`config.mk`:
```
export PLATFORM = sky130hd
export DESIGN_NAME = synth_voice_allocator
export DESIGN_NICKNAME = d
export VERILOG_FILES = /design/src/sva_pkg.sv /design/src/synth_voice_allocator.sv /design/src/sva_stack_cell.sv /design/src/sva_held_stack.sv
export VERILOG_INCLUDE_DIRS = /design/src /design/src/src
export SDC_FILE = /design/constraint.sdc
export NUM_CORES = 2
export LEC_CHECK = 0
export BUFFER_PORTS_ARGS = -buffer_cell sky130_fd_sc_hd__buf_2
export CAP_MARGIN = 30
export CORE_UTILIZATION = 25
export CTS_BUF_LIST = sky130_fd_sc_hd__clkbuf_4 sky130_fd_sc_hd__clkbuf_8
export DETAILED_ROUTE_END_ITERATION = 8
export PLACE_DENSITY = 0.38
export SYNTH_ARGS = -nofsm -noshare
export SYNTH_HDL_FRONTEND = slang
export SYNTH_SLANG_ARGS = --single-unit
```
`constraint.sdc`:
```
create_clock -name clk -period 8.3 [get_ports clk]
set_input_delay 0.83 -clock clk [delete_from_list [all_inputs] [get_ports clk]]
set_output_delay 0.83 -clock clk [all_outputs]
set_load 0.05 [all_outputs]
```
`src/assert_macros.svh`:
```
// Assertion macros shared by the voice allocator RTL.
// Needs a clock named clk and an active-high reset named rst in scope.
`ifndef ASSERT_MACROS_SVH
`define ASSERT_MACROS_SVH

// Same-cycle implication, off during reset.
`define ASSERT_IMPLIES(label, ante, cons, msg) \
  label: assert property (@(posedge clk) disable iff (rst) (ante) |-> (cons)) else $error(msg);

// Next-cycle implication, off during reset.
`define ASSERT_NEXT(label, ante, cons, msg) \
  label: assert property (@(posedge clk) disable iff (rst) (ante) |=> (cons)) else $error(msg);

`endif

```
`src/sva_pkg.sv`:
```
// Shared types, codes and constants for the voice allocator.
// No dependencies; used by every module of the block.
`default_nettype none
package sva_pkg;

  localparam int MAX_VOICES_DEF  = 16;
  localparam int STACK_DEPTH_DEF = 128;
  localparam int RES_CAP         = 16;

  localparam int NOTE_W  = 7;
  localparam int VEL_W   = 7;
  localparam int CH_W    = 4;
  localparam int VOICE_W = 4;
  localparam int STAMP_W = 32;
  localparam int MODE_W  = 3;
  localparam int VIU_W   = 5;
  localparam int FUNC_W  = 2;
  localparam int CFG_IDX_W = 1;
  localparam int CFG_DATA_W = 5;

  localparam logic [MODE_W-1:0] MODE_POLY      = 3'd0;
  localparam logic [MODE_W-1:0] MODE_CHAN      = 3'd1;
  localparam logic [MODE_W-1:0] MODE_MONO_LAST = 3'd2;
  localparam logic [MODE_W-1:0] MODE_MONO_LOW  = 3'd3;
  localparam logic [MODE_W-1:0] MODE_MONO_HIGH = 3'd4;

  localparam logic [FUNC_W-1:0] FN_NOTE_ON  = 2'd0;
  localparam logic [FUNC_W-1:0] FN_NOTE_OFF = 2'd1;
  localparam logic [FUNC_W-1:0] FN_RELEASE  = 2'd2;
  localparam logic [FUNC_W-1:0] FN_ALL_OFF  = 2'd3;

  localparam logic [CFG_IDX_W-1:0] REG_ALLOC_MODE    = 1'b0;
  localparam logic [CFG_IDX_W-1:0] REG_VOICES_IN_USE = 1'b1;

  typedef enum logic [1:0] {
    SOP_NONE,
    SOP_PUSH,
    SOP_REMOVE,
    SOP_CLEAR
  } stk_op_t;

  typedef struct packed {
    logic              start;
    stk_op_t           op;
    logic [NOTE_W-1:0] key;
    logic [MODE_W-1:0] mode;
  } stk_cmd_t;

  typedef struct packed {
    logic              busy;
    logic              has;
    logic [NOTE_W-1:0] note;
  } stk_stat_t;

  typedef struct packed {
    logic [FUNC_W-1:0]  func;
    logic [CH_W-1:0]    midi_channel;
    logic [NOTE_W-1:0]  note_number;
    logic [VEL_W-1:0]   note_velocity;
    logic [VOICE_W-1:0] release_index;
  } in_t;

  typedef struct packed {
    logic [VOICE_W-1:0] voice;
    logic               voice_valid;
    logic [NOTE_W-1:0]  voice_note;
    logic [VEL_W-1:0]   voice_velocity;
    logic               last;
    logic [NOTE_W-1:0]  mono_note;
    logic               mono_valid;
  } out_t;

  function automatic logic is_mono(input logic [MODE_W-1:0] mode);
    return (mode == MODE_MONO_LAST) || (mode == MODE_MONO_LOW) || (mode == MODE_MONO_HIGH);
  endfunction

endpackage
`default_nettype wire

```
`src/synth_voice_allocator.sv`:
```
// Voice allocator top level: voice table, event sequencer and result output.
// Depends on sva_pkg, sva_held_stack and assert_macros.svh.
//
// Channels: an event word enters on in_valid/in_ready; result words leave on
// out_valid/out_ready; cfg_valid/cfg_ready writes alloc_mode (index 0) or
// voices_in_use (index 1), and is always ready.
// Every event gives one or more result words; the final one has last set.
// Note-off in polyphonic mode gives one word per released voice, at most 16.
// Per event, from acceptance to the final word: decode and output, the
// polyphonic voice scan over the N voices in use with a release step for
// each released voice, the channel modulo by repeated subtraction, and in
// mono modes one run of the held notes through the cell chain (depth up to
// STACK_DEPTH). One event is in flight.
// in_ready is high whenever the sequencer is idle, even while the last
// result word still waits in the output register.
// When the receiver stalls, hold the word in the output register; a
// polyphonic release scan stops until its previous word has left.
// Reset clears the voice table, the stamp counter, the stack depth and the
// configuration (polyphonic mode, 16 voices); no clearing pass is needed.
`default_nettype none
`include "assert_macros.svh"
module synth_voice_allocator #(
  parameter int MAX_VOICES  = sva_pkg::MAX_VOICES_DEF,
  parameter int STACK_DEPTH = sva_pkg::STACK_DEPTH_DEF
) (
  input  wire logic                            clk,
  input  wire logic                            rst,
  input  wire logic                            in_valid,
  output logic                                 in_ready,
  input  wire sva_pkg::in_t                    in_data,
  output logic                                 out_valid,
  input  wire logic                            out_ready,
  output sva_pkg::out_t                        out_data,
  input  wire logic                            cfg_valid,
  output logic                                 cfg_ready,
  input  wire logic [sva_pkg::CFG_IDX_W-1:0]   cfg_index,
  input  wire logic [sva_pkg::CFG_DATA_W-1:0]  cfg_data
);
  import sva_pkg::*;

  localparam int NW = $clog2(MAX_VOICES + 1);
  localparam int VW = (MAX_VOICES > 1) ? $clog2(MAX_VOICES) : 1;
  localparam int RCW = $clog2(RES_CAP + 1);

  // sequencer state codes
  localparam logic [3:0] ST_IDLE  = 4'd0;
  localparam logic [3:0] ST_MOD   = 4'd1;
  localparam logic [3:0] ST_SCAN  = 4'd2;
  localparam logic [3:0] ST_CHK   = 4'd3;
  localparam logic [3:0] ST_ALLOC = 4'd4;
  localparam logic [3:0] ST_REL   = 4'd5;
  localparam logic [3:0] ST_CLR   = 4'd6;
  localparam logic [3:0] ST_POST  = 4'd7;
  localparam logic [3:0] ST_WAIT  = 4'd8;
  localparam logic [3:0] ST_FINAL = 4'd9;

  // configuration
  logic [MODE_W-1:0] alloc_mode;
  logic [VIU_W-1:0]  voices_in_use;

  // voice table
  logic               act    [MAX_VOICES];
  logic [NOTE_W-1:0]  vnote  [MAX_VOICES];
  logic [VEL_W-1:0]   vvel   [MAX_VOICES];
  logic [CH_W-1:0]    vch    [MAX_VOICES];
  logic [STAMP_W-1:0] vstamp [MAX_VOICES];
  logic [STAMP_W-1:0] stamp_counter;

  // sequencer
  logic [3:0]         state;
  in_t                cur;
  logic [NW-1:0]      idx;
  logic [VW-1:0]      best_idx;
  logic [STAMP_W-1:0] best_stamp;
  logic [VW-1:0]      v_sel;
  logic [CH_W-1:0]    r;
  logic               rel_from_scan;
  logic               pend_v;
  logic [VW-1:0]      pend_voice;
  logic [NOTE_W-1:0]  pend_note;
  logic [VEL_W-1:0]   pend_vel;
  logic [RCW-1:0]     rec_cnt;
  stk_op_t            stk_op;
  logic [NOTE_W-1:0]  stk_key;

  logic [NW-1:0]      n;
  logic [VW-1:0]      rd;
  logic               out_free;
  logic               out_load;
  logic               mono;
  logic               rel_stall;
  logic               rec_room;
  logic [7:0]         r8;
  logic [7:0]         n8;
  logic               need_stack;
  stk_cmd_t           stk_cmd;
  stk_stat_t          stk_stat;

  // clamp the voice count to 1..MAX_VOICES
  always_comb begin
    if (voices_in_use == '0) begin
      n = NW'(1);
    end else if (32'(voices_in_use) > MAX_VOICES) begin
      n = NW'(MAX_VOICES);
    end else begin
      n = NW'(voices_in_use);
    end
  end

  assign mono       = is_mono(alloc_mode);
  assign rd         = (state == ST_SCAN) ? idx[VW-1:0] : v_sel;
  assign out_free   = !out_valid || out_ready;
  assign rec_room   = rec_cnt < RCW'(RES_CAP);
  assign rel_stall  = rec_room && pend_v && !out_free;
  // a new word enters the output register this cycle
  assign out_load   = ((state == ST_REL) && !rel_stall && rec_room && pend_v) ||
                      ((state == ST_FINAL) && out_free);
  assign r8         = 8'(r);
  assign n8         = 8'(n);
  assign need_stack = mono || (stk_op == SOP_CLEAR);
  assign in_ready   = state == ST_IDLE;
  assign cfg_ready  = 1'b1;

  always_comb begin
    stk_cmd.start = (state == ST_POST) && need_stack;
    stk_cmd.op    = stk_op;
    stk_cmd.key   = stk_key;
    stk_cmd.mode  = alloc_mode;
  end

  sva_held_stack #(
    .DEPTH(STACK_DEPTH)
  ) u_stack (
    .clk (clk),
    .rst (rst),
    .cmd (stk_cmd),
    .stat(stk_stat)
  );

  // configuration writes
  always_ff @(posedge clk) begin
    if (rst) begin
      alloc_mode    <= MODE_POLY;
      voices_in_use <= VIU_W'(16);
    end else if (cfg_valid && cfg_ready) begin
      unique case (cfg_index)
        REG_ALLOC_MODE:    alloc_mode    <= cfg_data[MODE_W-1:0];
        REG_VOICES_IN_USE: voices_in_use <= cfg_data[VIU_W-1:0];
        default: ;
      endcase
    end
  end

  // event sequencer, voice table and output register
  always_ff @(posedge clk) begin
    if (rst) begin
      state         <= ST_IDLE;
      out_valid     <= 1'b0;
      stamp_counter <= '0;
      pend_v        <= 1'b0;
      rec_cnt       <= '0;
      stk_op        <= SOP_NONE;
      for (int i = 0; i < MAX_VOICES; i++) begin
        act[i]    <= 1'b0;
        vnote[i]  <= '0;
        vvel[i]   <= '0;
        vch[i]    <= '0;
        vstamp[i] <= '0;
      end
    end else begin
      if (out_valid && out_ready && !out_load) begin
        out_valid <= 1'b0;
      end
      unique case (state)
        ST_IDLE: begin
          if (in_valid && in_ready) begin
            cur           <= in_data;
            idx           <= '0;
            rec_cnt       <= '0;
            pend_v        <= 1'b0;
            stk_op        <= SOP_NONE;
            r             <= in_data.midi_channel;
            rel_from_scan <= 1'b0;
            unique case (in_data.func)
              FN_NOTE_ON: begin
                if (alloc_mode == MODE_POLY) begin
                  state <= ST_SCAN;
                end else if (alloc_mode == MODE_CHAN) begin
                  state <= ST_MOD;
                end else if (mono) begin
                  v_sel <= '0;
                  state <= ST_ALLOC;
                end else begin
                  state <= ST_POST;
                end
              end
              FN_NOTE_OFF: begin
                if (alloc_mode == MODE_POLY) begin
                  state <= ST_SCAN;
                end else if (alloc_mode == MODE_CHAN) begin
                  state <= ST_MOD;
                end else if (mono) begin
                  v_sel <= '0;
                  state <= ST_CHK;
                end else begin
                  state <= ST_POST;
                end
              end
              FN_RELEASE: begin
                if (8'(in_data.release_index) < 8'(n)) begin
                  v_sel <= VW'(in_data.release_index);
                  state <= ST_REL;
                end else begin
                  state <= ST_POST;
                end
              end
              FN_ALL_OFF: state <= ST_CLR;
              default: state <= ST_POST;
            endcase
          end
        end
        // channel modulo voice count, one subtract per cycle
        ST_MOD: begin
          if (r8 >= n8) begin
            r <= CH_W'(r8 - n8);
          end else begin
            v_sel <= VW'(r);
            state <= (cur.func == FN_NOTE_ON) ? ST_ALLOC : ST_CHK;
          end
        end
        // polyphonic scan: first idle voice or oldest stamp, or note-off match
        ST_SCAN: begin
          if (idx == n) begin
            if (cur.func == FN_NOTE_ON) begin
              v_sel <= best_idx;
              state <= ST_ALLOC;
            end else begin
              state <= ST_POST;
            end
          end else if (cur.func == FN_NOTE_ON) begin
            if (!act[rd]) begin
              v_sel <= rd;
              state <= ST_ALLOC;
            end else begin
              if (idx == '0 || vstamp[rd] < best_stamp) begin
                best_idx   <= rd;
                best_stamp <= vstamp[rd];
              end
              idx <= idx + NW'(1);
            end
          end else if (act[rd] && vnote[rd] == cur.note_number) begin
            v_sel         <= rd;
            rel_from_scan <= 1'b1;
            state         <= ST_REL;
          end else begin
            idx <= idx + NW'(1);
          end
        end
        ST_CHK: begin
          if (act[rd] && vnote[rd] == cur.note_number &&
              (alloc_mode != MODE_CHAN || vch[rd] == cur.midi_channel)) begin
            state <= ST_REL;
          end else begin
            state <= ST_POST;
          end
        end
        ST_ALLOC: begin
          act[v_sel]    <= 1'b1;
          vnote[v_sel]  <= cur.note_number;
          vvel[v_sel]   <= cur.note_velocity;
          vch[v_sel]    <= cur.midi_channel;
          vstamp[v_sel] <= stamp_counter;
          stamp_counter <= stamp_counter + STAMP_W'(1);
          pend_v        <= 1'b1;
          pend_voice    <= v_sel;
          pend_note     <= cur.note_number;
          pend_vel      <= cur.note_velocity;
          rec_cnt       <= RCW'(1);
          if (mono) begin
            stk_op  <= SOP_PUSH;
            stk_key <= cur.note_number;
          end
          state <= ST_POST;
        end
        // release one voice; flush the previous word before holding this one
        ST_REL: begin
          if (!rel_stall) begin
            if (rec_room) begin
              if (pend_v) begin
                out_valid                <= 1'b1;
                out_data.voice           <= VOICE_W'(pend_voice);
                out_data.voice_valid     <= 1'b1;
                out_data.voice_note      <= pend_note;
                out_data.voice_velocity  <= pend_vel;
                out_data.last            <= 1'b0;
                out_data.mono_note       <= '0;
                out_data.mono_valid      <= 1'b0;
              end
              pend_v     <= 1'b1;
              pend_voice <= v_sel;
              pend_note  <= vnote[rd];
              pend_vel   <= vvel[rd];
              rec_cnt    <= rec_cnt + RCW'(1);
            end
            if (mono) begin
              stk_op  <= SOP_REMOVE;
              stk_key <= vnote[rd];
            end
            act[v_sel]   <= 1'b0;
            vnote[v_sel] <= '0;
            vvel[v_sel]  <= '0;
            if (rel_from_scan) begin
              idx   <= idx + NW'(1);
              state <= ST_SCAN;
            end else begin
              state <= ST_POST;
            end
          end
        end
        ST_CLR: begin
          for (int i = 0; i < MAX_VOICES; i++) begin
            if (NW'(i) < n) begin
              act[i]   <= 1'b0;
              vnote[i] <= '0;
              vvel[i]  <= '0;
            end
          end
          stk_op <= SOP_CLEAR;
          state  <= ST_POST;
        end
        ST_POST: begin
          state <= need_stack ? ST_WAIT : ST_FINAL;
        end
        ST_WAIT: begin
          if (!stk_stat.busy) begin
            state <= ST_FINAL;
          end
        end
        // final word of the event carries last and the mono note
        ST_FINAL: begin
          if (out_free) begin
            out_valid               <= 1'b1;
            out_data.voice          <= pend_v ? VOICE_W'(pend_voice) : '0;
            out_data.voice_valid    <= pend_v;
            out_data.voice_note     <= pend_v ? pend_note : '0;
            out_data.voice_velocity <= pend_v ? pend_vel : '0;
            out_data.last           <= 1'b1;
            out_data.mono_valid     <= mono && stk_stat.has;
            out_data.mono_note      <= (mono && stk_stat.has) ? stk_stat.note : '0;
            state                   <= ST_IDLE;
          end
        end
        default: state <= ST_IDLE;
      endcase
    end
  end

  `ASSERT_IMPLIES(a_mono_only_in_mono, out_valid && out_data.mono_valid, mono, "mono note outside mono mode")
  `ASSERT_IMPLIES(a_stack_busy_waits, stk_stat.busy, state == ST_WAIT, "stack busy while sequencer not waiting")
  `ASSERT_IMPLIES(a_rec_cap, 1'b1, rec_cnt <= RCW'(RES_CAP), "result count above cap")
  `ASSERT_IMPLIES(a_empty_is_last, out_valid && !out_data.voice_valid, out_data.last, "empty result word not last")

endmodule
`default_nettype wire

```
`src/sva_stack_cell.sv`:
```
// One entry of the held-note chain: load a note or take the neighbor's.
// Depends on sva_pkg.
`default_nettype none
module sva_stack_cell (
  input  wire logic                      clk,
  input  wire logic                      shift,
  input  wire logic                      load,
  input  wire logic [sva_pkg::NOTE_W-1:0] load_data,
  input  wire logic [sva_pkg::NOTE_W-1:0] next_in,
  output logic      [sva_pkg::NOTE_W-1:0] note
);
  import sva_pkg::*;

  always_ff @(posedge clk) begin
    if (load) begin
      note <= load_data;
    end else if (shift) begin
      note <= next_in;
    end
  end

endmodule
`default_nettype wire

```
`src/sva_held_stack.sv`:
```
// Held-note stack for the mono modes: a chain of cells rotated through one
// head processor that removes, checks duplicates and ranks notes.
// Depends on sva_pkg and sva_stack_cell.
`default_nettype none
module sva_held_stack #(
  parameter int DEPTH = sva_pkg::STACK_DEPTH_DEF
) (
  input  wire logic               clk,
  input  wire logic               rst,
  input  wire sva_pkg::stk_cmd_t  cmd,
  output sva_pkg::stk_stat_t      stat
);
  import sva_pkg::*;

  localparam int DW = $clog2(DEPTH + 1);
  localparam int IW = (DEPTH > 1) ? $clog2(DEPTH) : 1;

  localparam logic [1:0] SS_IDLE = 2'd0;
  localparam logic [1:0] SS_PASS = 2'd1;
  localparam logic [1:0] SS_TAIL = 2'd2;

  logic [1:0]        state;
  logic [DW-1:0]     depth;
  logic [DW-1:0]     cnt;
  logic [DW-1:0]     steps;
  stk_op_t           op;
  logic [NOTE_W-1:0] key;
  logic [MODE_W-1:0] mode;
  logic              found;
  logic              removed;
  logic              has;
  logic [NOTE_W-1:0] best;
  logic [NOTE_W-1:0] top;

  logic [NOTE_W-1:0] cell_q [DEPTH];
  logic [DEPTH-1:0]  load_vec;
  logic              shift_all;
  logic              load_en;
  logic [NOTE_W-1:0] load_data;
  logic [IW-1:0]     wr_idx;
  logic [DW-1:0]     cnt_m1;
  logic [NOTE_W-1:0] head;
  logic              step;
  logic              drop;
  logic              push_ok;
  logic              incl;
  logic [NOTE_W-1:0] incl_val;
  logic              better;

  assign head    = cell_q[0];
  assign step    = (state == SS_PASS) && (steps != '0);
  assign drop    = (op == SOP_REMOVE) && !removed && (head == key);
  assign push_ok = (state == SS_TAIL) && (op == SOP_PUSH) && !found && (cnt < DW'(DEPTH));
  assign cnt_m1  = cnt - DW'(1);

  always_comb begin
    shift_all = step;
    load_en   = (step && !drop) || push_ok;
    load_data = step ? head : key;
    wr_idx    = step ? cnt_m1[IW-1:0] : cnt[IW-1:0];
    incl      = (step && !drop) || push_ok;
    incl_val  = step ? head : key;
    if (mode == MODE_MONO_LOW) begin
      better = incl_val < best;
    end else begin
      better = incl_val > best;
    end
  end

  for (genvar g = 0; g < DEPTH; g++) begin : g_cell
    assign load_vec[g] = load_en && (wr_idx == IW'(g));
    if (g == DEPTH - 1) begin : g_end
      sva_stack_cell u_cell (
        .clk      (clk),
        .shift    (shift_all),
        .load     (load_vec[g]),
        .load_data(load_data),
        .next_in  (cell_q[0]),
        .note     (cell_q[g])
      );
    end else begin : g_mid
      sva_stack_cell u_cell (
        .clk      (clk),
        .shift    (shift_all),
        .load     (load_vec[g]),
        .load_data(load_data),
        .next_in  (cell_q[g+1]),
        .note     (cell_q[g])
      );
    end
  end

  always_ff @(posedge clk) begin
    if (rst) begin
      state <= SS_IDLE;
      depth <= '0;
      has   <= 1'b0;
    end else begin
      unique case (state)
        SS_IDLE: begin
          if (cmd.start) begin
            op   <= cmd.op;
            key  <= cmd.key;
            mode <= cmd.mode;
            if (cmd.op == SOP_CLEAR) begin
              depth <= '0;
              has   <= 1'b0;
            end else begin
              cnt     <= depth;
              steps   <= depth;
              found   <= 1'b0;
              removed <= 1'b0;
              has     <= 1'b0;
              state   <= SS_PASS;
            end
          end
        end
        SS_PASS: begin
          if (steps == '0) begin
            state <= SS_TAIL;
          end else begin
            steps <= steps - DW'(1);
            if (head == key) begin
              found <= 1'b1;
            end
            if (drop) begin
              removed <= 1'b1;
              cnt     <= cnt_m1;
            end
          end
        end
        SS_TAIL: begin
          depth <= push_ok ? cnt + DW'(1) : cnt;
          state <= SS_IDLE;
        end
        default: state <= SS_IDLE;
      endcase
      if (incl) begin
        top <= incl_val;
        if (!has || better) begin
          best <= incl_val;
        end
        has <= 1'b1;
      end
    end
  end

  always_comb begin
    stat.busy = state != SS_IDLE;
    stat.has  = has;
    stat.note = (mode == MODE_MONO_LAST) ? top : best;
  end

endmodule
`default_nettype wire
```
==> flow_summary.toml <==
[run_status]
status = "finished, final reports clean"

[layout]
drive_gt1_share_pct = 11.4
syn2layout_area_growth_pct = 14.9
final_cell_mix = "1,879 x edfxtp_1, 1,590 x nand2_1, 705 x nor2_1"
fill_cells = 35600
final_common_cell = "edfxtp_1"
layout.nets = 7789
design_area_um2 = 99300

[worst_setup_path]
cp.required_ns = 8.92
r2r_slack_ns = 1.84
path_class = "flop to flop"
crit_end = "best_stamp[23]$_DFFE_PP_"
arrival_ns = 7.08
cp-startpoint = "state[1]$_SDFFE_PP0P_"
crit_fanout = 47
reg2reg_from = "state[1]$_SDFFE_PP0P_"
critPathCaptureType = "flop"
ff2ff_path_depth = 20
startpoint_type = "flop"
reg2reg_to = "best_stamp[23]$_DFFE_PP_"

[die]
coreArea_um2 = 344000
ioPinCount = 66
die_area_um2 = 348000
initial_utilization_pct = 25.1
die_w_um = 590
die-height_um = 590
rows = 215

[global_routing]
gr-total-overflow = 0
track_usage_pct = 16.0
grt_pass1_vias = 60500
grt_max_degree = 150
grt_pass1_wl_um = 417000
antenna_found_initial = 19

[clock_network]
cts.reportedPaths.clkPinSlew_ns = 0.05
cts_tree = "built"
cts_setup_buffers = 0
htree_levels = 5
cts_buffers = 359
cts_root_buffer = "clkbuf_8"
cts_hold_buf = 17
clk_latency_ns = 0.97
clock_sinks = 1943
cts-resized-gates = 0
clock_path_buffers = 4

[timing]
relSlewSlack_pct = 27.3
final.min_clock_period_ns = 6.46
rsz0062_at_grt = "false"
finalCritPeriodShare_pct = 77.8
final_hold_viol_count = 0
worstMarginPinSlew_ns = 1.08
final_max_slew_viol_count = 0
finClkSkew_ns = 0.0451
finalSetupViolations = 0
fin_tns_setup_ns = 0
max_freq_mhz = 155

[worst_hold_path]
hold_class = "input port to flop"
worstHoldStart = "in_data[12]"

[pwr]
total_leakage_power_nw = 37.8
power-per-cell-area_nw_per_um2 = 267
max-vdd-ir-drop_mv = 0.255
p_total_w = 0.0265

[placement]
dpl_cell_area_um2 = 91800
io_buffers = 64
gp_congestion = 0.755
dp_hpwl_um = 161000

[synth]
yosysWarnings = 0
syn_inst = 7782
synthFlopType = "edfxtp_1"
synth-edff-count = 1879
synth-seq-cells = 1943
synth_top_area_share_pct = 65.3
avgSynthCellArea_um2 = 11.1
syn_area_um2 = 86400
synthArstFlopShare_pct = 0
synth_cell_types = 79
synth_nets = 7871
synth_area_leaders = "edfxtp_1 65%, nand2_1 6.9%, and3_1 4.7%"
seq_area_frac_synth_pct = 66.8
yosys.area.top_type = "edfxtp_1"

[detailed_routing]
drtAntennaViolNets = 0
drc = 0
num_vias = 59800
drt_first_pass_iters = 6
via_per_inst = 4.76
drt_iter0_markers = 3989
routed_wl_um = 285000
routedWlPerCell_um = 22.7

[job]
maxCapViolCount = 0
==> stage by stage <==
stage / std cells / util, % / hold WS [ns] / setup slack, ns
2_1_floorplan: 7782 / - / 0.400 / 0.362
3_3_place_gp: 11800 / 26.5 / 0.409 / 1.72
3_5_place_dp: 11900 / 26.7 / 0.414 / 1.78
4_1_cts: 12500 / 28.8 / 0.00628 / 1.72
5_1_grt: 12500 / 28.9 / 0.0471 / 1.40
6_report: 12500 / 28.9 / 0.105 / 1.84
==> area by class of cell <==
type / count / area (um2) / area share (%)
clock inverters: 112 / 759 / 0.765
well taps: 4557 / 5700 / 5.74
flip-flops and latches: 1943 / 57700 / 58.1
repair buffers: 244 / 2240 / 2.25
multi-input cells: 5057 / 26100 / 26.3
diodes: 10 / 25.0 / 0.0252
clock buffers: 527 / 6390 / 6.44
inverters: 95 / 375 / 0.378
==> registers in the layout, summed over array words and instances (netlist names), 8 cells and up <==
name,flops
cur,20
best_stamp,32
u_stack.g_cell.g_mid.u_cell.note,889
u_stack.steps,8
stamp_counter,32
act,16
vstamp,512
u_stack.depth,8
u_stack.cnt,8
vnote,112
vch,64
out_data,28
vvel,112
==> worst max-delay path, cell delays in order (launching register included) <==
cell	delay, ns
dfxtp_1	0.64
or4b_1	0.69
mux2i_4	0.55
buf_4	0.61
nand2_1	0.11
and3_1	0.19
a311oi_1	0.25
a311oi_1	0.09
a31oi_1	0.30
ha_1	0.31
a21o_1	0.18
a21o_1	0.22
a21o_1	0.19
a21oi_1	0.15
nor2b_1	0.06
o21ai_0	0.14
nand2b_1	0.07
a21oi_1	0.22
o221ai_1	0.30
a221oi_4	0.40
buf_4	0.36
==> layer usage <==
layer / track usage [%] / wire length, um / vias to the layer above
met5: 0 / 0 / -
met4: 5.34 / 8760 / 0
met3: 2.13 / 12000 / 509
met2: 27.8 / 140000 / 1398
met1: 20.4 / 124000 / 30100
li1: - / - / 27800
==> synth_stat cells, types with 10 or more instances <==
| library cell | instances |
|---|---|
| o21ai_0 | 658 |
| nor2b_1 | 39 |
| clkbuf_1 | 626 |
| nand3_1 | 304 |
| buf_1 | 31 |
| nand4_1 | 24 |
| nor3_1 | 31 |
| or3_1 | 13 |
| o31ai_1 | 10 |
| edfxtp_1 | 1879 |
| a21oi_1 | 408 |
| nand2_1 | 1591 |
| nor2_1 | 716 |
| and3_1 | 645 |
| buf_2 | 22 |
| a32oi_1 | 17 |
| a31oi_1 | 58 |
| ha_1 | 53 |
| a211oi_1 | 10 |
| xnor2_1 | 26 |
| dfxtp_1 | 64 |
| a21o_1 | 16 |
| mux2i_1 | 77 |
| and2_1 | 19 |
| or2_2 | 22 |
| a311oi_1 | 91 |
| xor2_1 | 39 |
| a22oi_1 | 15 |
| nand2b_1 | 44 |
| inv_1 | 90 |
==> worst min-delay path by stage <==
stage	slack [ns]	end	depth (start not counted)
3_3_place_gp	0.41	u_stack.key[2]$_DFFE_PP_	0
4_1_cts	0.006	cur[12]$_DFFE_PP_	1
5_1_grt	0.05	cur[12]$_DFFE_PP_	1
3_5_place_dp	0.41	u_stack.key[5]$_DFFE_PP_	0
2_1_floorplan	0.40	u_stack.key[0]$_DFFE_PP_	0
6_report	0.11	cur[12]$_DFFE_PP_	1
==> cells by family after synthesis <==
kind of cell | synth area share [%]
fa+ha+maj | 0.791
mux | 1.18
compound gates | 8.91
buf+inv | 3.48
xor+xnor | 0.659
other cells | 0.00434
simple gates | 18.2
flops | 66.8
==> power breakdown <==
group / switching [W] / total (W) / internal, W
Sequential: 0.000231 / 0.0114 / 0.0112
Combinational: 0.00420 / 0.00573 / 0.00153
Clock: 0.00423 / 0.00943 / 0.00520
Power figures use the tool's default switching activity.
